===== config.mk =====
export PLATFORM = sky130hd
export DESIGN_NAME = central_difference_motion_derivatives
export DESIGN_NICKNAME = d
export VERILOG_FILES = /design/src/rtl/cdmd_pkg.sv /design/src/rtl/cdmd_front.sv /design/src/rtl/cdmd_div.sv /design/src/rtl/cdmd_back.sv /design/src/rtl/central_difference_motion_derivatives.sv
export VERILOG_INCLUDE_DIRS = /design/src /design/src/rtl
export SDC_FILE = /design/constraint.sdc
export NUM_CORES = 2
export LEC_CHECK = 0
export ABC_AREA = 0
export BUFFER_PORTS_ARGS = -buffer_cell sky130_fd_sc_hd__buf_4
export CAP_MARGIN = 30
export CORE_UTILIZATION = 30
export DETAILED_ROUTE_END_ITERATION = 6
export GPL_ROUTABILITY_DRIVEN = 0
export PLACE_DENSITY_LB_ADDON = 0.08
export SYNTH_ARGS = -nofsm -noshare
export SYNTH_HDL_FRONTEND = slang
export SYNTH_SLANG_ARGS = --single-unit

===== constraint.sdc =====
create_clock -name clock -period 26.3 [get_ports clock]
set_input_delay 2.63 -clock clock [delete_from_list [all_inputs] [get_ports clock]]
set_output_delay 2.63 -clock clock [all_outputs]
set_load 0.005 [all_outputs]

===== src/rtl/assert_macros.svh =====
// Assertion macros used by the sequencer (cdmd_back) of the motion derivative block.
`ifndef ASSERT_MACROS_SVH
`define ASSERT_MACROS_SVH
`ifndef SYNTH
// Property that must hold at every clock edge outside reset.
`define ASSERT_ALWAYS(label, clk, rst, expr, msg) \
   label: assert property (@(posedge clk) disable iff (rst) (expr)) else $error(msg);
// Condition in one cycle implies a condition in the next cycle.
`define ASSERT_NEXT(label, clk, rst, cond, nxt, msg) \
   label: assert property (@(posedge clk) disable iff (rst) (cond) |=> (nxt)) else $error(msg);
`else
`define ASSERT_ALWAYS(label, clk, rst, expr, msg)
`define ASSERT_NEXT(label, clk, rst, cond, nxt, msg)
`endif
`endif


===== src/rtl/cdmd_pkg.sv =====
// Shared types and constants of the motion derivative block.
`timescale 1ns / 1ps
`default_nettype none
package cdmd_pkg;

   localparam int MAX_SAMPLES_DEF = 65536;
   localparam int FRAC_BITS_DEF   = 16;
   localparam int QUEUE_DEPTH     = 2;

   typedef struct packed {
      logic [31:0]        sample_time;
      logic signed [31:0] position;
      logic               end_of_series;
   } req_type;

   typedef struct packed {
      logic [15:0]        point_index;
      logic signed [31:0] velocity;
      logic signed [31:0] acceleration;
      logic               last_result;
      logic               zero_interval;
      logic               too_few_samples;
      logic signed [31:0] velocity_max;
      logic signed [31:0] velocity_min;
      logic signed [31:0] velocity_mean;
      logic signed [31:0] accel_max;
      logic signed [31:0] accel_min;
      logic signed [31:0] accel_mean;
   } rsp_type;

   // Status of the shared divider.
   typedef struct packed {
      logic busy;
      logic done;
   } div_stat_type;

endpackage
`default_nettype wire


===== src/rtl/cdmd_front.sv =====
// Input queue that decouples sample acceptance from the arithmetic sequencer.
`timescale 1ns / 1ps
`default_nettype none
module cdmd_front
   import cdmd_pkg::*;
(
   input  wire logic    clock,
   input  wire logic    reset,
   input  wire logic    push,
   output logic         full,
   input  wire req_type req_data,
   output logic         q_valid,
   output req_type      q_item,
   input  wire logic    q_pop
);

   localparam int PTR_W = (QUEUE_DEPTH > 1) ? $clog2(QUEUE_DEPTH) : 1;
   localparam int CNT_W = $clog2(QUEUE_DEPTH + 1);

   req_type            mem_ff [QUEUE_DEPTH];
   logic [PTR_W-1:0]   wr_ptr_ff, wr_ptr_in;
   logic [PTR_W-1:0]   rd_ptr_ff, rd_ptr_in;
   logic [CNT_W-1:0]   count_ff, count_in;
   logic               wr_en, rd_en;

   assign full    = (count_ff == CNT_W'(QUEUE_DEPTH));
   assign q_valid = (count_ff != '0);
   assign q_item  = mem_ff[rd_ptr_ff];
   assign wr_en   = push && !full;
   assign rd_en   = q_pop && q_valid;

   // Pointer and fill-level updates with wrap at the queue depth.
   always_comb begin
      wr_ptr_in = wr_ptr_ff;
      rd_ptr_in = rd_ptr_ff;
      count_in  = count_ff;
      if (wr_en) begin
         wr_ptr_in = (wr_ptr_ff == PTR_W'(QUEUE_DEPTH - 1)) ? '0 : wr_ptr_ff + 1'b1;
      end
      if (rd_en) begin
         rd_ptr_in = (rd_ptr_ff == PTR_W'(QUEUE_DEPTH - 1)) ? '0 : rd_ptr_ff + 1'b1;
      end
      if (wr_en && !rd_en) begin
         count_in = count_ff + 1'b1;
      end else if (rd_en && !wr_en) begin
         count_in = count_ff - 1'b1;
      end
   end

   always_ff @(posedge clock) begin
      if (reset) begin
         wr_ptr_ff <= '0;
         rd_ptr_ff <= '0;
         count_ff  <= '0;
      end else begin
         wr_ptr_ff <= wr_ptr_in;
         rd_ptr_ff <= rd_ptr_in;
         count_ff  <= count_in;
      end
   end

   // Queue storage needs no reset.
   always_ff @(posedge clock) begin
      if (wr_en) begin
         mem_ff[wr_ptr_ff] <= req_data;
      end
   end

endmodule
`default_nettype wire


===== src/rtl/cdmd_div.sv =====
// Shared restoring divider, one quotient bit per cycle, saturated Q result.
`timescale 1ns / 1ps
`default_nettype none
module cdmd_div
   import cdmd_pkg::*;
#(
   parameter int NUM_W = 48
)
(
   input  wire logic                    clock,
   input  wire logic                    reset,
   input  wire logic                    start,
   input  wire logic signed [NUM_W-1:0] num,
   input  wire logic signed [32:0]      den,
   output div_stat_type                 stat,
   output logic signed [31:0]           quo,
   output logic                         zero
);

   localparam int CW = $clog2(NUM_W + 1);

   logic             busy_ff, busy_in;
   logic             done_ff, done_in;
   logic [CW-1:0]    cnt_ff, cnt_in;
   logic [NUM_W-1:0] nmag_ff, nmag_in;
   logic [32:0]      dmag_ff, dmag_in;
   logic [33:0]      rem_ff, rem_in;
   logic [NUM_W-1:0] q_ff, q_in;
   logic             neg_ff, neg_in;
   logic             zero_ff, zero_in;
   logic [33:0]      trial;

   assign trial = {rem_ff[32:0], nmag_ff[NUM_W-1]};

   // Load magnitudes on start, then one shift-subtract step per cycle.
   always_comb begin
      busy_in = busy_ff;
      done_in = 1'b0;
      cnt_in  = cnt_ff;
      nmag_in = nmag_ff;
      dmag_in = dmag_ff;
      rem_in  = rem_ff;
      q_in    = q_ff;
      neg_in  = neg_ff;
      zero_in = zero_ff;
      if (start && !busy_ff) begin
         busy_in = 1'b1;
         cnt_in  = CW'(NUM_W);
         nmag_in = num[NUM_W-1] ? NUM_W'(-num) : NUM_W'(num);
         dmag_in = den[32] ? 33'(-den) : 33'(den);
         rem_in  = '0;
         q_in    = '0;
         neg_in  = num[NUM_W-1] ^ den[32];
         zero_in = (den == '0);
      end else if (busy_ff) begin
         nmag_in = {nmag_ff[NUM_W-2:0], 1'b0};
         if (trial >= {1'b0, dmag_ff}) begin
            rem_in = trial - {1'b0, dmag_ff};
            q_in   = {q_ff[NUM_W-2:0], 1'b1};
         end else begin
            rem_in = trial;
            q_in   = {q_ff[NUM_W-2:0], 1'b0};
         end
         cnt_in = cnt_ff - 1'b1;
         if (cnt_ff == CW'(1)) begin
            busy_in = 1'b0;
            done_in = 1'b1;
         end
      end
   end

   always_ff @(posedge clock) begin
      if (reset) begin
         busy_ff <= 1'b0;
         done_ff <= 1'b0;
         cnt_ff  <= '0;
      end else begin
         busy_ff <= busy_in;
         done_ff <= done_in;
         cnt_ff  <= cnt_in;
      end
      nmag_ff <= nmag_in;
      dmag_ff <= dmag_in;
      rem_ff  <= rem_in;
      q_ff    <= q_in;
      neg_ff  <= neg_in;
      zero_ff <= zero_in;
   end

   // A zero divisor gives 0; else apply the sign and saturate to the signed 32-bit range.
   always_comb begin
      if (zero_ff) begin
         quo = '0;
      end else if (!neg_ff) begin
         if (q_ff > {{(NUM_W-32){1'b0}}, 32'h7FFF_FFFF}) begin
            quo = 32'sh7FFF_FFFF;
         end else begin
            quo = $signed(q_ff[31:0]);
         end
      end else begin
         if (q_ff > {{(NUM_W-32){1'b0}}, 32'h8000_0000}) begin
            quo = 32'sh8000_0000;
         end else begin
            quo = $signed(-q_ff[31:0]);
         end
      end
   end

   assign zero      = zero_ff;
   assign stat.busy = busy_ff;
   assign stat.done = done_ff;

endmodule
`default_nettype wire


===== src/rtl/cdmd_back.sv =====
// Sequencer that computes derivatives and statistics for queued samples.
`timescale 1ns / 1ps
`default_nettype none
`include "assert_macros.svh"
module cdmd_back
   import cdmd_pkg::*;
#(
   parameter int MAX_SAMPLES = MAX_SAMPLES_DEF,
   parameter int FRAC_BITS   = FRAC_BITS_DEF
)
(
   input  wire logic    clock,
   input  wire logic    reset,
   input  wire logic    q_valid,
   input  wire req_type q_item,
   output logic         q_pop,
   output logic         empty,
   input  wire logic    pop,
   output rsp_type      rsp_data
);

   localparam int CNT_W = $clog2(MAX_SAMPLES + 3);
   localparam int CAP   = MAX_SAMPLES + 2;
   localparam int NUM_W = (33 + FRAC_BITS > 48) ? 33 + FRAC_BITS : 48;

   typedef enum logic [3:0] {
      ST_FETCH, ST_VNEW, ST_VN, ST_OLD, ST_EMIT_OLD, ST_A1, ST_EMIT_MID,
      ST_A0, ST_EMIT_NEW, ST_MEAN_V, ST_MEAN_A, ST_FINAL, ST_SHIFT
   } state_type;

   state_type          st_ff, st_in;
   req_type            item_ff, item_in;
   logic [CNT_W-1:0]   cnt_ff, cnt_in;
   logic [31:0]        th_ff [3];
   logic [31:0]        th_in [3];
   logic signed [31:0] ph_ff [3];
   logic signed [31:0] ph_in [3];
   logic signed [31:0] vh_ff [3];
   logic signed [31:0] vh_in [3];
   logic               vz_ff [3];
   logic               vz_in [3];
   logic signed [31:0] vm_ff, vm_in, vn_ff, vn_in, aq_ff, aq_in;
   logic               zm_ff, zm_in, zn_ff, zn_in, zq_ff, zq_in;
   logic signed [31:0] mv_ff, mv_in, ma_ff, ma_in;
   logic signed [31:0] vmax_ff, vmax_in, vmin_ff, vmin_in;
   logic signed [31:0] amax_ff, amax_in, amin_ff, amin_in;
   logic signed [47:0] vsum_ff, vsum_in, asum_ff, asum_in;
   logic [15:0]        fidx_ff, fidx_in;
   logic signed [31:0] fv_ff, fv_in, fa_ff, fa_in;
   logic               fz_ff, fz_in, few_ff, few_in;
   rsp_type            rsp_ff, rsp_in;
   logic               rsp_valid_ff, rsp_valid_in;
   logic               issued_ff, issued_in;

   logic               n1, n2, is_div, div_start, out_free;
   logic signed [32:0] dnum, dden;
   logic signed [NUM_W-1:0] div_num, num_ext;
   logic [CNT_W:0]     pts, dsel;
   div_stat_type       div_stat;
   logic signed [31:0] div_quo;
   logic               div_zero;
   logic               emit_en;
   logic [CNT_W-1:0]   emit_idx;
   logic signed [31:0] emit_v, emit_a;
   logic               emit_z;
   logic signed [48:0] vsum_w, asum_w;

   assign n1       = (cnt_ff == CNT_W'(1));
   assign n2       = (cnt_ff == CNT_W'(2));
   assign out_free = !rsp_valid_ff;
   assign pts      = {1'b0, cnt_ff} + 1'b1;
   assign dsel     = (pts > (CNT_W + 1)'(MAX_SAMPLES)) ? (CNT_W + 1)'(MAX_SAMPLES) : pts;

   // Operand selection for the divider in each division step.
   always_comb begin
      is_div = 1'b1;
      dnum   = '0;
      dden   = '0;
      case (st_ff)
         ST_VNEW: begin
            dnum = 33'(item_ff.position) - 33'(n1 ? ph_ff[0] : ph_ff[1]);
            dden = $signed({1'b0, item_ff.sample_time})
                 - $signed({1'b0, n1 ? th_ff[0] : th_ff[1]});
         end
         ST_VN: begin
            dnum = 33'(item_ff.position) - 33'(ph_ff[0]);
            dden = $signed({1'b0, item_ff.sample_time}) - $signed({1'b0, th_ff[0]});
         end
         ST_OLD: begin
            dnum = 33'(vm_ff) - 33'(n2 ? vh_ff[0] : vh_ff[1]);
            dden = $signed({1'b0, th_ff[0]}) - $signed({1'b0, n2 ? th_ff[1] : th_ff[2]});
         end
         ST_A1: begin
            dnum = 33'(vn_ff) - 33'(vh_ff[0]);
            dden = $signed({1'b0, item_ff.sample_time}) - $signed({1'b0, th_ff[1]});
         end
         ST_A0: begin
            dnum = 33'(vn_ff) - 33'(vm_ff);
            dden = $signed({1'b0, item_ff.sample_time}) - $signed({1'b0, th_ff[0]});
         end
         ST_MEAN_V, ST_MEAN_A: begin
            dden = $signed(33'(dsel));
         end
         default: begin
            is_div = 1'b0;
         end
      endcase
   end

   // Differences are scaled by the fraction bits; the means divide raw sums.
   always_comb begin
      num_ext = NUM_W'(dnum);
      if (st_ff == ST_MEAN_V) begin
         div_num = NUM_W'(vsum_ff);
      end else if (st_ff == ST_MEAN_A) begin
         div_num = NUM_W'(asum_ff);
      end else begin
         div_num = num_ext <<< FRAC_BITS;
      end
   end

   assign div_start = is_div && !issued_ff && !div_stat.busy;

   cdmd_div #(
      .NUM_W(NUM_W)
   ) u_div (
      .clock(clock),
      .reset(reset),
      .start(div_start),
      .num(div_num),
      .den(dden),
      .stat(div_stat),
      .quo(div_quo),
      .zero(div_zero)
   );

   // Fields of the result that the current emit step produces.
   always_comb begin
      emit_en  = 1'b0;
      emit_idx = '0;
      emit_v   = '0;
      emit_a   = '0;
      emit_z   = 1'b0;
      case (st_ff)
         ST_EMIT_OLD: begin
            emit_en  = out_free;
            emit_idx = n1 ? '0 : cnt_ff - CNT_W'(2);
            emit_v   = n1 ? vm_ff : vh_ff[0];
            emit_a   = n1 ? '0 : aq_ff;
            emit_z   = n1 ? zm_ff : (vz_ff[0] || zq_ff);
         end
         ST_EMIT_MID: begin
            emit_en  = out_free;
            emit_idx = cnt_ff - CNT_W'(1);
            emit_v   = vm_ff;
            emit_a   = aq_ff;
            emit_z   = zm_ff || zq_ff;
         end
         ST_EMIT_NEW: begin
            emit_en  = 1'b1;
            emit_idx = n1 ? CNT_W'(1) : cnt_ff;
            emit_v   = n1 ? vm_ff : vn_ff;
            emit_a   = n1 ? '0 : aq_ff;
            emit_z   = n1 ? zm_ff : (zn_ff || zq_ff);
         end
         default: begin
            emit_en = 1'b0;
         end
      endcase
   end

   assign vsum_w = 49'(vsum_ff) + 49'(emit_v);
   assign asum_w = 49'(asum_ff) + 49'(emit_a);

   // Next-state logic of the sequencer and its data registers.
   always_comb begin
      st_in        = st_ff;
      item_in      = item_ff;
      cnt_in       = cnt_ff;
      th_in        = th_ff;
      ph_in        = ph_ff;
      vh_in        = vh_ff;
      vz_in        = vz_ff;
      vm_in        = vm_ff;
      zm_in        = zm_ff;
      vn_in        = vn_ff;
      zn_in        = zn_ff;
      aq_in        = aq_ff;
      zq_in        = zq_ff;
      mv_in        = mv_ff;
      ma_in        = ma_ff;
      vmax_in      = vmax_ff;
      vmin_in      = vmin_ff;
      amax_in      = amax_ff;
      amin_in      = amin_ff;
      vsum_in      = vsum_ff;
      asum_in      = asum_ff;
      fidx_in      = fidx_ff;
      fv_in        = fv_ff;
      fa_in        = fa_ff;
      fz_in        = fz_ff;
      few_in       = few_ff;
      rsp_in       = rsp_ff;
      rsp_valid_in = rsp_valid_ff && !pop;
      issued_in    = issued_ff;
      q_pop        = 1'b0;

      // Divider handshake common to all division steps.
      if (div_start) begin
         issued_in = 1'b1;
      end

      // Statistics update for every emitted point.
      if (emit_en) begin
         if (emit_idx == '0) begin
            vmax_in = emit_v;
            vmin_in = emit_v;
            amax_in = emit_a;
            amin_in = emit_a;
         end else begin
            if (emit_v > vmax_ff) vmax_in = emit_v;
            if (emit_v < vmin_ff) vmin_in = emit_v;
            if (emit_a > amax_ff) amax_in = emit_a;
            if (emit_a < amin_ff) amin_in = emit_a;
         end
         if (vsum_w > 49'sh0_7FFF_FFFF_FFFF) begin
            vsum_in = 48'sh7FFF_FFFF_FFFF;
         end else if (vsum_w < -49'sh0_8000_0000_0000) begin
            vsum_in = 48'sh8000_0000_0000;
         end else begin
            vsum_in = vsum_w[47:0];
         end
         if (asum_w > 49'sh0_7FFF_FFFF_FFFF) begin
            asum_in = 48'sh7FFF_FFFF_FFFF;
         end else if (asum_w < -49'sh0_8000_0000_0000) begin
            asum_in = 48'sh8000_0000_0000;
         end else begin
            asum_in = asum_w[47:0];
         end
         if (st_ff != ST_EMIT_NEW) begin
            rsp_in               = '0;
            rsp_in.point_index   = 16'(emit_idx);
            rsp_in.velocity      = emit_v;
            rsp_in.acceleration  = emit_a;
            rsp_in.zero_interval = emit_z;
            rsp_valid_in         = 1'b1;
         end
      end

      case (st_ff)
         ST_FETCH: begin
            if (q_valid) begin
               q_pop   = 1'b1;
               item_in = q_item;
               if (q_item.end_of_series && cnt_ff == '0) begin
                  fidx_in = '0;
                  fv_in   = '0;
                  fa_in   = '0;
                  fz_in   = 1'b0;
                  few_in  = 1'b1;
                  mv_in   = '0;
                  ma_in   = '0;
                  st_in   = ST_FINAL;
               end else if (cnt_ff == '0) begin
                  st_in = ST_SHIFT;
               end else begin
                  st_in = ST_VNEW;
               end
            end
         end
         ST_VNEW: begin
            if (div_stat.done) begin
               issued_in = 1'b0;
               vm_in     = div_quo;
               zm_in     = div_zero;
               if (item_ff.end_of_series) begin
                  st_in = n1 ? ST_EMIT_OLD : ST_VN;
               end else begin
                  st_in = n1 ? ST_SHIFT : ST_OLD;
               end
            end
         end
         ST_VN: begin
            if (div_stat.done) begin
               issued_in = 1'b0;
               vn_in     = div_quo;
               zn_in     = div_zero;
               st_in     = ST_OLD;
            end
         end
         ST_OLD, ST_A1, ST_A0: begin
            if (div_stat.done) begin
               issued_in = 1'b0;
               aq_in     = div_quo;
               zq_in     = div_zero;
               case (st_ff)
                  ST_OLD:  st_in = ST_EMIT_OLD;
                  ST_A1:   st_in = ST_EMIT_MID;
                  default: st_in = ST_EMIT_NEW;
               endcase
            end
         end
         ST_EMIT_OLD: begin
            if (out_free) begin
               if (!item_ff.end_of_series) begin
                  st_in = ST_SHIFT;
               end else if (n1) begin
                  st_in = ST_EMIT_NEW;
               end else begin
                  st_in = ST_A1;
               end
            end
         end
         ST_EMIT_MID: begin
            if (out_free) begin
               st_in = ST_A0;
            end
         end
         ST_EMIT_NEW: begin
            fidx_in = 16'(emit_idx);
            fv_in   = emit_v;
            fa_in   = emit_a;
            fz_in   = emit_z;
            few_in  = 1'b0;
            st_in   = ST_MEAN_V;
         end
         ST_MEAN_V: begin
            if (div_stat.done) begin
               issued_in = 1'b0;
               mv_in     = div_quo;
               st_in     = ST_MEAN_A;
            end
         end
         ST_MEAN_A: begin
            if (div_stat.done) begin
               issued_in = 1'b0;
               ma_in     = div_quo;
               st_in     = ST_FINAL;
            end
         end
         ST_FINAL: begin
            if (out_free) begin
               rsp_in.point_index     = fidx_ff;
               rsp_in.velocity        = fv_ff;
               rsp_in.acceleration    = fa_ff;
               rsp_in.last_result     = 1'b1;
               rsp_in.zero_interval   = fz_ff;
               rsp_in.too_few_samples = few_ff;
               rsp_in.velocity_max    = vmax_ff;
               rsp_in.velocity_min    = vmin_ff;
               rsp_in.velocity_mean   = mv_ff;
               rsp_in.accel_max       = amax_ff;
               rsp_in.accel_min       = amin_ff;
               rsp_in.accel_mean      = ma_ff;
               rsp_valid_in           = 1'b1;
               // The series is done: start the next one from a clean state.
               cnt_in  = '0;
               vmax_in = '0;
               vmin_in = '0;
               amax_in = '0;
               amin_in = '0;
               vsum_in = '0;
               asum_in = '0;
               for (int i = 0; i < 3; i++) begin
                  th_in[i] = '0;
                  ph_in[i] = '0;
                  vh_in[i] = '0;
                  vz_in[i] = 1'b0;
               end
               st_in = ST_FETCH;
            end
         end
         ST_SHIFT: begin
            th_in[2] = th_ff[1];
            th_in[1] = th_ff[0];
            th_in[0] = item_ff.sample_time;
            ph_in[2] = ph_ff[1];
            ph_in[1] = ph_ff[0];
            ph_in[0] = item_ff.position;
            if (cnt_ff != '0) begin
               vh_in[2] = vh_ff[1];
               vh_in[1] = vh_ff[0];
               vh_in[0] = vm_ff;
               vz_in[2] = vz_ff[1];
               vz_in[1] = vz_ff[0];
               vz_in[0] = zm_ff;
            end
            cnt_in = (cnt_ff == CNT_W'(CAP)) ? CNT_W'(CAP) : cnt_ff + 1'b1;
            st_in  = ST_FETCH;
         end
         default: begin
            st_in = ST_FETCH;
         end
      endcase
   end

   // State, series history and registered result.
   always_ff @(posedge clock) begin
      if (reset) begin
         st_ff        <= ST_FETCH;
         cnt_ff       <= '0;
         rsp_valid_ff <= 1'b0;
         issued_ff    <= 1'b0;
         vmax_ff      <= '0;
         vmin_ff      <= '0;
         amax_ff      <= '0;
         amin_ff      <= '0;
         vsum_ff      <= '0;
         asum_ff      <= '0;
         for (int i = 0; i < 3; i++) begin
            th_ff[i] <= '0;
            ph_ff[i] <= '0;
            vh_ff[i] <= '0;
            vz_ff[i] <= 1'b0;
         end
      end else begin
         st_ff        <= st_in;
         cnt_ff       <= cnt_in;
         rsp_valid_ff <= rsp_valid_in;
         issued_ff    <= issued_in;
         vmax_ff      <= vmax_in;
         vmin_ff      <= vmin_in;
         amax_ff      <= amax_in;
         amin_ff      <= amin_in;
         vsum_ff      <= vsum_in;
         asum_ff      <= asum_in;
         th_ff        <= th_in;
         ph_ff        <= ph_in;
         vh_ff        <= vh_in;
         vz_ff        <= vz_in;
      end
      item_ff <= item_in;
      vm_ff   <= vm_in;
      zm_ff   <= zm_in;
      vn_ff   <= vn_in;
      zn_ff   <= zn_in;
      aq_ff   <= aq_in;
      zq_ff   <= zq_in;
      mv_ff   <= mv_in;
      ma_ff   <= ma_in;
      fidx_ff <= fidx_in;
      fv_ff   <= fv_in;
      fa_ff   <= fa_in;
      fz_ff   <= fz_in;
      few_ff  <= few_in;
      rsp_ff  <= rsp_in;
   end

   assign empty    = !rsp_valid_ff;
   assign rsp_data = rsp_ff;

   `ASSERT_ALWAYS(a_start_idle, clock, reset, !div_start || !div_stat.busy, "divider restarted while busy")
   `ASSERT_ALWAYS(a_cnt_cap, clock, reset, cnt_ff <= CNT_W'(CAP), "sample count above its cap")
   `ASSERT_NEXT(a_final_clears, clock, reset, st_ff == ST_FINAL && out_free, cnt_ff == '0 && rsp_ff.last_result, "final result did not clear the series")
   `ASSERT_ALWAYS(a_no_overwrite, clock, reset, !(emit_en && st_ff != ST_EMIT_NEW) || !rsp_valid_ff, "result register overwritten")

endmodule
`default_nettype wire


===== src/rtl/central_difference_motion_derivatives.sv =====
// Top level of the streaming central difference motion derivative block.
//
// Channel   Direction  Handshake               Payload
// request   in         push / full             req_data  (req_type)
// response  out        pop / empty             rsp_data  (rsp_type)
//
// Samples enter a two-entry queue and are worked off one at a time by a
// sequencer around one shared restoring divider that produces one quotient
// bit per cycle (49 bits at the default fraction width). A sample takes 0
// to 5 divisions, plus 2 for the means on the last sample of a series of two
// or more samples; from the third sample on, a non-final sample takes 2.
// Reset is synchronous and clears the queue, the series state and the result.
// A result that waits to be popped stalls the sequencer; the queue keeps
// taking samples until it is full.
`timescale 1ns / 1ps
`default_nettype none
module central_difference_motion_derivatives
   import cdmd_pkg::*;
#(
   parameter int MAX_SAMPLES = MAX_SAMPLES_DEF,
   parameter int FRAC_BITS   = FRAC_BITS_DEF
)
(
   input  wire logic    clock,
   input  wire logic    reset,
   input  wire logic    push,
   output logic         full,
   input  wire req_type req_data,
   output logic         empty,
   input  wire logic    pop,
   output rsp_type      rsp_data
);

   logic    q_valid;
   logic    q_pop;
   req_type q_item;

   // Front: sample queue.
   cdmd_front u_front (
      .clock(clock),
      .reset(reset),
      .push(push),
      .full(full),
      .req_data(req_data),
      .q_valid(q_valid),
      .q_item(q_item),
      .q_pop(q_pop)
   );

   // Back: derivative sequencer with the result register.
   cdmd_back #(
      .MAX_SAMPLES(MAX_SAMPLES),
      .FRAC_BITS(FRAC_BITS)
   ) u_back (
      .clock(clock),
      .reset(reset),
      .q_valid(q_valid),
      .q_item(q_item),
      .q_pop(q_pop),
      .empty(empty),
      .pop(pop),
      .rsp_data(rsp_data)
   );

endmodule
`default_nettype wire


Word-level counts from Yosys, hierarchy flattened
Memory sizes are Yosys's and may differ from the RTL's. A register that Yosys moved wholly into a read port is not among the register bits.
Cells that the tools add are included.
Operators by class
  add/subtract/negate cells: 24
  $lt $le $gt $ge: 12
  equal/unequal tests: 29
  mux-type cells: 134
  bitwise operators: 2
  reductions and logical operators: 49
Operators with widths (count)
  2-to-1 mux 275 bit: 4
  2-to-1 mux 32 bit: 33
  case mux 96 bit (2 select lines): 3
  2-to-1 mux 48 bit: 10
  case mux 33 bit (5 select lines): 2
  case mux 32 bit (2 select lines): 5
  2-to-1 mux 49 bit: 5
  subtractor 32 x 32 -> 33 bit: 7
  2-to-1 mux 96 bit: 2
  2-to-1 mux 33 bit: 3
  adder 48 x 32 -> 49 bit: 2
  greater-than comparator 49 x 48 -> 1 bit (second input constant): 2
  < comparator 49 x 48 -> 1 bit (second input constant): 2
  case mux 32 bit (3 select lines): 1
  2-to-1 mux 17 bit: 4
  subtractor 32 x 33 -> 33 bit: 2
  greater-than comparator 32 bit: 2
  < comparator 32 bit: 2
  2-to-1 mux 4 bit: 15
  case mux 17 bit (3 select lines): 1
  greater-than comparator 49 x 31 -> 1 bit (second input constant): 1
  greater-than comparator 49 x 32 -> 1 bit (second input constant): 1
  negation 49 bit: 1
  case mux 4 bit (10 select lines): 1
  other kinds (54): 139
Word-level totals
  register bits: 1236
  bits in writable memories: 130
  bits of input ports: 69
  output and inout port bits: 277
  word-level logic and storage cells: 312
  memories: 1
Memories
  u_front.mem_ff: words 2, bits a word 65, rd ports 1, clocked after Yosys merged registers in 1, wr ports 1, RTL line cdmd_front.sv:20  | req_type mem_ff [QUEUE_DEPTH];

Logic depth before layout (Yosys ltp)
  depth after elaboration: 10
  mapped depth: 26
  gate-level depth less buffers: 24

Hierarchy
From an unflattened synthesis, not the netlist that was laid out.
Second synthesis, totals
  cell total of the unflattened synthesis: 8367
  area total of the unflattened synthesis: 77135.2 um^2
By module, submodules not included
  cdmd_back: times used 1, cells an instance 6804, area an instance 61147.4 um^2, seq. area each 26205.1 um^2
  cdmd_div: times used 1, cells an instance 1336, area an instance 11084.4 um^2, seq. area each 4324.1 um^2
  cdmd_front: times used 1, cells an instance 227, area an instance 4903.5 um^2, seq. area each 4003.8 um^2

Worst setup path after synthesis
No wires, ideal clock.
  kind: reg2reg
  start: register u_back.cnt_ff[2]
  end: register u_back.fa_ff[0] (enable)
  library setup time: 0.724 ns
  arrival time: 9.871 ns
  data required time: 25.576 ns
  setup slack: 15.704 ns
  cell stages (with the launch flop): 9
  path buffers: 1
  clock period less this slack: 10.596 ns
  cells stage by stage: dfxtp_1 -> buf_2 -> or3_4 -> nor4_4 -> nor3b_1 -> nand3b_1 -> nor2b_1 -> a21oi_1 -> nor4_1
On the way
  cells in the longest elaborated chain, start to end: 4
RTL lines
  start: declaration: RTL line cdmd_back.sv:33  | logic [CNT_W-1:0] cnt_ff, cnt_in;
  start signal: assignment: RTL line cdmd_back.sv:418  | cnt_ff <= cnt_in;
  logical NOT 17 bit: RTL line cdmd_back.sv:255  | if (q_item.end_of_series && cnt_ff == '0) begin
  logical AND 1 bit: RTL line cdmd_back.sv:255
  inequality test 2 x 1 -> 1 bit (no line)
  AND reduction 3 bit (no line)
  end signal: assignment: RTL line cdmd_back.sv:443  | fa_ff <= fa_in;
  end: declaration: RTL line cdmd_back.sv:49  | logic signed [31:0] fv_ff, fv_in, fa_ff, fa_in;
No other way between the ends.
A chain may end at the register's enable or synchronous reset.

Final worst setup path
  start: register u_back.cnt_ff[8]
  end: register u_back.u_div.dmag_ff[32] (data pin)
On the way
  cells in the longest elaborated chain, start to end: 5
  elaborated cells between the ends (all ways): 11
  classes of those cells: 4 x add/sub; 1 x order compare; 2 x eq/ne; 4 x mux
RTL lines
  adder 17 x 1 -> 18 bit, or another cell as far along: RTL line cdmd_back.sv:71  | assign pts = {1'b0, cnt_ff} + 1'b1;
  greater-than comparator 18 x 17 -> 1 bit, or another cell as far along: RTL line cdmd_back.sv:72  | assign dsel = (pts > (CNT_W + 1)'(MAX_SAMPLES)) ? (CNT_W + 1)'(MAX_SAMPLES) : pts;
  2-to-1 mux 18 bit, or another cell as far along: RTL line cdmd_back.sv:72
  case mux 33 bit (5 select lines) *: RTL line cdmd_back.sv:79  | case (st_ff)
  negation 33 bit: RTL line cdmd_div.sv:50  | dmag_in = den[32] ? 33'(-den) : 33'(den);
  end signal: assignment: RTL line cdmd_div.sv:83  | dmag_ff <= dmag_in;
  end: declaration: RTL line cdmd_div.sv:26  | logic [32:0] dmag_ff, dmag_in;
Every way passes the cells marked *; elsewhere a longest branch is shown, timed or not.

==> impl.org <==
** Route
- Dividing the detail-routed wire length by the instance count gives 24.2 um.
- After detailed routing, the number of remaining DRC violations is 1.
- The count of nets left with antenna violations once routing finished came out at 0.
- Via-per-instance ratio :: 5.38
- Number of violations reported at the end of detailed-routing iteration 0 :: 5,540
- The pre-antenna-repair detailed-routing pass consisted of 7 iterations.
- DRT Wirelength :: 289,000 um
- For this block, the via count after detailed routing is 64,200.

** Synth
- Fraction of the yosys area taken by sequential cells :: 44.9%
- After synthesis, the share of cell area in mux cells is 4.22%.
- The synthesized design contains 1,366 register bits.
- Summing the areas of all compound-gate instances in the mapped netlist gives 20.6% of the synthesized area.
- Summed over its instances, the top area cell type makes up 28.0% of the synthesized netlist area.
- Top FF cell, synth :: edfxtp_1
- Main combinational cell family by area after synthesis :: compound AO/OA/AOI/OAI gates
- Library cell with the highest instance count after synthesis :: nand2_1
- Area share of xor/xnor cells in the synthesized design :: 3.44%
- Yosys mapped a number of flops with a built-in enable equal to 718.
- Sorting the synthesized cells by area gives the leading types as edfxtp_1, dfxtp_1, ha_1.
- After synthesis, the mean cell area works out to 9.35 um^2.
- Cell type with the largest total area after synthesis :: edfxtp_1
- Number of distinct standard cells referenced by the synthesized netlist :: 100
- Counting instances in the post-synthesis netlist gives the leading cell types as nand2_1, a21oi_1, edfxtp_1.
- Area share of fa/ha/maj cells after synthesis :: 8.24%
- Simple-gate area share of the yosys netlist :: 14.5%
- After synthesis the cells add up to 76,900 um^2.
- Synth warn :: 0
- For this run, asynchronously set or reset flops after synthesis account for 0%.
- Counting every net in the synthesized netlist gives 8,733.
- Synthesis handed over a netlist of 8,224 instances.

** CTS
- The clock tree synthesis step divided the H-tree into 4 levels.
- Insertion delay of the later-clocked pin in the worst-skew pair :: 860 ps
- After clock tree synthesis, the repair step resized 0 gates.
- In this run the post-CTS setup repair buffer count came out at 0.
- Number of CTS-inserted buffers :: 166
- The clock drives 1,366 sinks.
- Clock-pin slew was measured on the worst setup and hold paths at 60 ps.
- The root buffer cell chosen for the clock tree is clkbuf_16.
- For this design, the CTS-stage hold fixing added 0 buffers.
- TritonCTS clock tree :: done
- CTS Buffer Depth :: 3

** Power and ir drop
- Worst IR drop on VDD :: 0.101 mV
- Leakage component of the power :: 0.0336 uW
- For this design the ratio of total power to cell area is 114 nW/um^2.

** STA
- Layout Skew :: 88.6 ps
- Final-report hold violation count :: 0
- Summed over all failing endpoints, the final setup total negative slack is 0 ps.
- Final max-slew violation count :: 0
- Setup repair after global routing left no endpoint under its margin.
- Measured slew at the worst slew-check pin :: 1030 ps
- Clock period minus worst slack :: 8780 ps
- Static timing analysis puts the maximum clock frequency at 0.114 GHz.
- Setup violations remaining at the end of the flow were counted as 0.
- Final hold slack :: 419 ps
- Fin crit share :: 33.4%
- Slew HR :: 31.3%

** Flow run
- Maxcap violations :: 0

** Die
- After floorplanning, the core was sized to cover 254,000 um^2.
- Height of the die :: 508 um
- The floorplan step defined a die boundary enclosing 258,000 um^2.
- Overall die width :: 508 um
- The floorplan has 185 rows.
- Boundary pin count :: 346
- Once the floorplan was initialized, standard cells occupied 30.2% of the core.

** Global route
- Antenna violations before repair :: 19
- The first global-routing pass estimated 421,000 um of wire.
- Largest net degree at the start of global routing :: 125
- Across every metal layer, demand over resource in global routing totals 21.7%.
- Grt ovf :: 0
- The number of global-route vias before repair was 61,300.

** Hold path
- Hold Path Sink :: u_back.rsp_data[235]$_DFF_P_
- Cell depth of the worst min-delay path :: 2
- The startpoint identified for the worst hold timing path is u_back.fv_ff[8]$_SDFFCE_PN0P_.
- Worst hold path type :: reg2reg

** Layout
- Cells with a size suffix above 1 make up 11.5% of the layout.
- At the end of the flow, the number of nets in the layout was 8,924.
- Relative to the synthesized area, the layout overhead comes to 16.2%.

** Critical path
- Depth of the most critical reg-to-reg path :: 24
- The worst register-to-register path ends at u_back.u_div.dmag_ff[32]$_SDFFCE_PN0P_.
- Crit Path Category :: reg2reg
- At the worst endpoint, the arrival time is 9350 ps.
- Data on the critical path is required at its endpoint by 26,860 ps.
- Along the worst path, the maximum fanout reaches 33.
- On the critical path, the stage with the largest delay is an instance of or4_4.
- For this run, the slowest stage of the critical path takes 670 ps.
- Reg-to-reg critical path startpoint :: u_back.cnt_ff[8]$_SDFFE_PP0P_
- Together, buffers and inverters on the worst path number 2.
- CP startpoint kind :: register
- Cells along the critical path :: or4_4, nor4_4, nor3b_1, nand2_1, nor2_4, buf_4, buf_4, mux2i_1, ha_1, nor2b_1, o2111a_1, o31ai_1, o32ai_1, or4b_2, a41oi_1, xor2_1, o211a_1, nor4bb_1, nand3_1, nor2_1, nand2_1, nor3_1, ha_1, nor2b_1
- Cell family with the largest share of critical-path delay :: simple AND/OR/NAND/NOR gates
- STA classifies the critical path endpoint as a register.
- The setup check on the worst reg-to-reg path leaves a slack of 17,520 ps.

** Placement
- Port Buffer Count :: 345
- Sum of net half-perimeters after detailed placement :: 213,000 um

** Status
- Violations in the final reports :: design-rule violations
- The run finished, with violations left.
-- worst register-to-register path, stage by stage (launching register included) --
cell and delay [ps]:
dfxtp_1 530, or4_4 670, nor4_4 560, nor3b_1 490, nand2_1 170, nor2_4 100, buf_4 550, buf_4 640
mux2i_1 410, ha_1 280, nor2b_1 150, o2111a_1 270, o31ai_1 520, o32ai_1 230, or4b_2 670, a41oi_1 260
xor2_1 160, o211a_1 270, nor4bb_1 600, nand3_1 150, nor2_1 210, nand2_1 80, nor3_1 160, ha_1 260
nor2b_1 120
-- how the worst max path moves through the flow --
stage                                        startpoint                                      to  depth (start not counted)
after floorplan           u_back.cnt_ff[2]$_SDFFE_PP0P_           u_back.fa_ff[0]$_SDFFCE_PN0P_                          8
after global placement    u_back.cnt_ff[8]$_SDFFE_PP0P_  u_back.u_div.dmag_ff[32]$_SDFFCE_PN0P_                         24
after detailed placement  u_back.cnt_ff[8]$_SDFFE_PP0P_            u_back.asum_ff[1]$_SDFF_PP0_                         22
after CTS                 u_back.cnt_ff[8]$_SDFFE_PP0P_            u_back.asum_ff[1]$_SDFF_PP0_                         22
after global routing      u_back.cnt_ff[8]$_SDFFE_PP0P_  u_back.u_div.dmag_ff[32]$_SDFFCE_PN0P_                         24
final                     u_back.cnt_ff[8]$_SDFFE_PP0P_  u_back.u_div.dmag_ff[32]$_SDFFCE_PN0P_                         24
-- cell families after synthesis --
| group | Yosys count |
|---|---|
| muxes | 314 |
| adders and majority gates | 517 |
| buffers and inverters | 819 |
| DFF | 1366 |
| xor gates and xnor gates | 302 |
| and+or+nand+nor | 2422 |
| AOI/OAI and AO/OA | 2484 |
-- power breakdown --
group	switching (uW)	internal, uW
Clock	980	1410
Combinational	2840	1590
Sequential	434	2960
Total	4250	5960
-- layer usage --
layer  track usage [%]  up-vias  share of wire, %
met5                 0        -            0.0093
met4              6.89        4               3.2
met3              3.02      374               4.7
met2              34.4     1738                45
met1              30.3    31500                47
li1                  -    30600                 -
-- per-stage QoR --
| stage | util (%) | setup WS (ps) | cell area, um^2 | total power [uW] | std cells |
|---|---|---|---|---|---|
| 2_1_floorplan | - | 15700 | 76900 | 6080 | 8224 |
| 3_3_place_gp | 32.8 | 17700 | 83400 | 7810 | 11600 |
| 3_5_place_dp | 32.8 | 17640 | 83500 | 7850 | 11600 |
| 4_1_cts | 35.1 | 17580 | 89200 | 10300 | 11900 |
| 5_1_grt | 35.1 | 17000 | 89300 | 10800 | 11900 |
| 6_report | 35.1 | 17520 | 89400 | 10200 | 11900 |
-- layout make-up --
type / count / area (um^2)
Timing Repair Buffer: 521 / 4090
Clock inverter: 69 / 967
Fill cell: 26000 / 165000
Antenna cell: 10 / 25.0
Sequential cell: 1366 / 34500
Tap cell: 3366 / 4210
Multi-Input combinational cell: 6039 / 39600
Inverter: 321 / 1200
Clock buffer: 245 / 4710
-- cell usage in the layout (no fill, tap or decap), types with 92 or more instances in the layout --
cell type	count
mux2i_1	234
ha_1	432
o21ai_0	586
inv_1	318
a22oi_1	104
nand3_1	258
a21oi_1	764
nand2_1	860
a31oi_1	103
dfxtp_1	646
nor3_1	112
edfxtp_1	718
and2_1	97
nor2_1	626
a22o_1	143
and3_1	92
xnor2_1	180
clkbuf_16	173
a21o_1	173
buf_4	504
xor2_1	119
No activity file was read; power rests on OpenSTA's default activity.
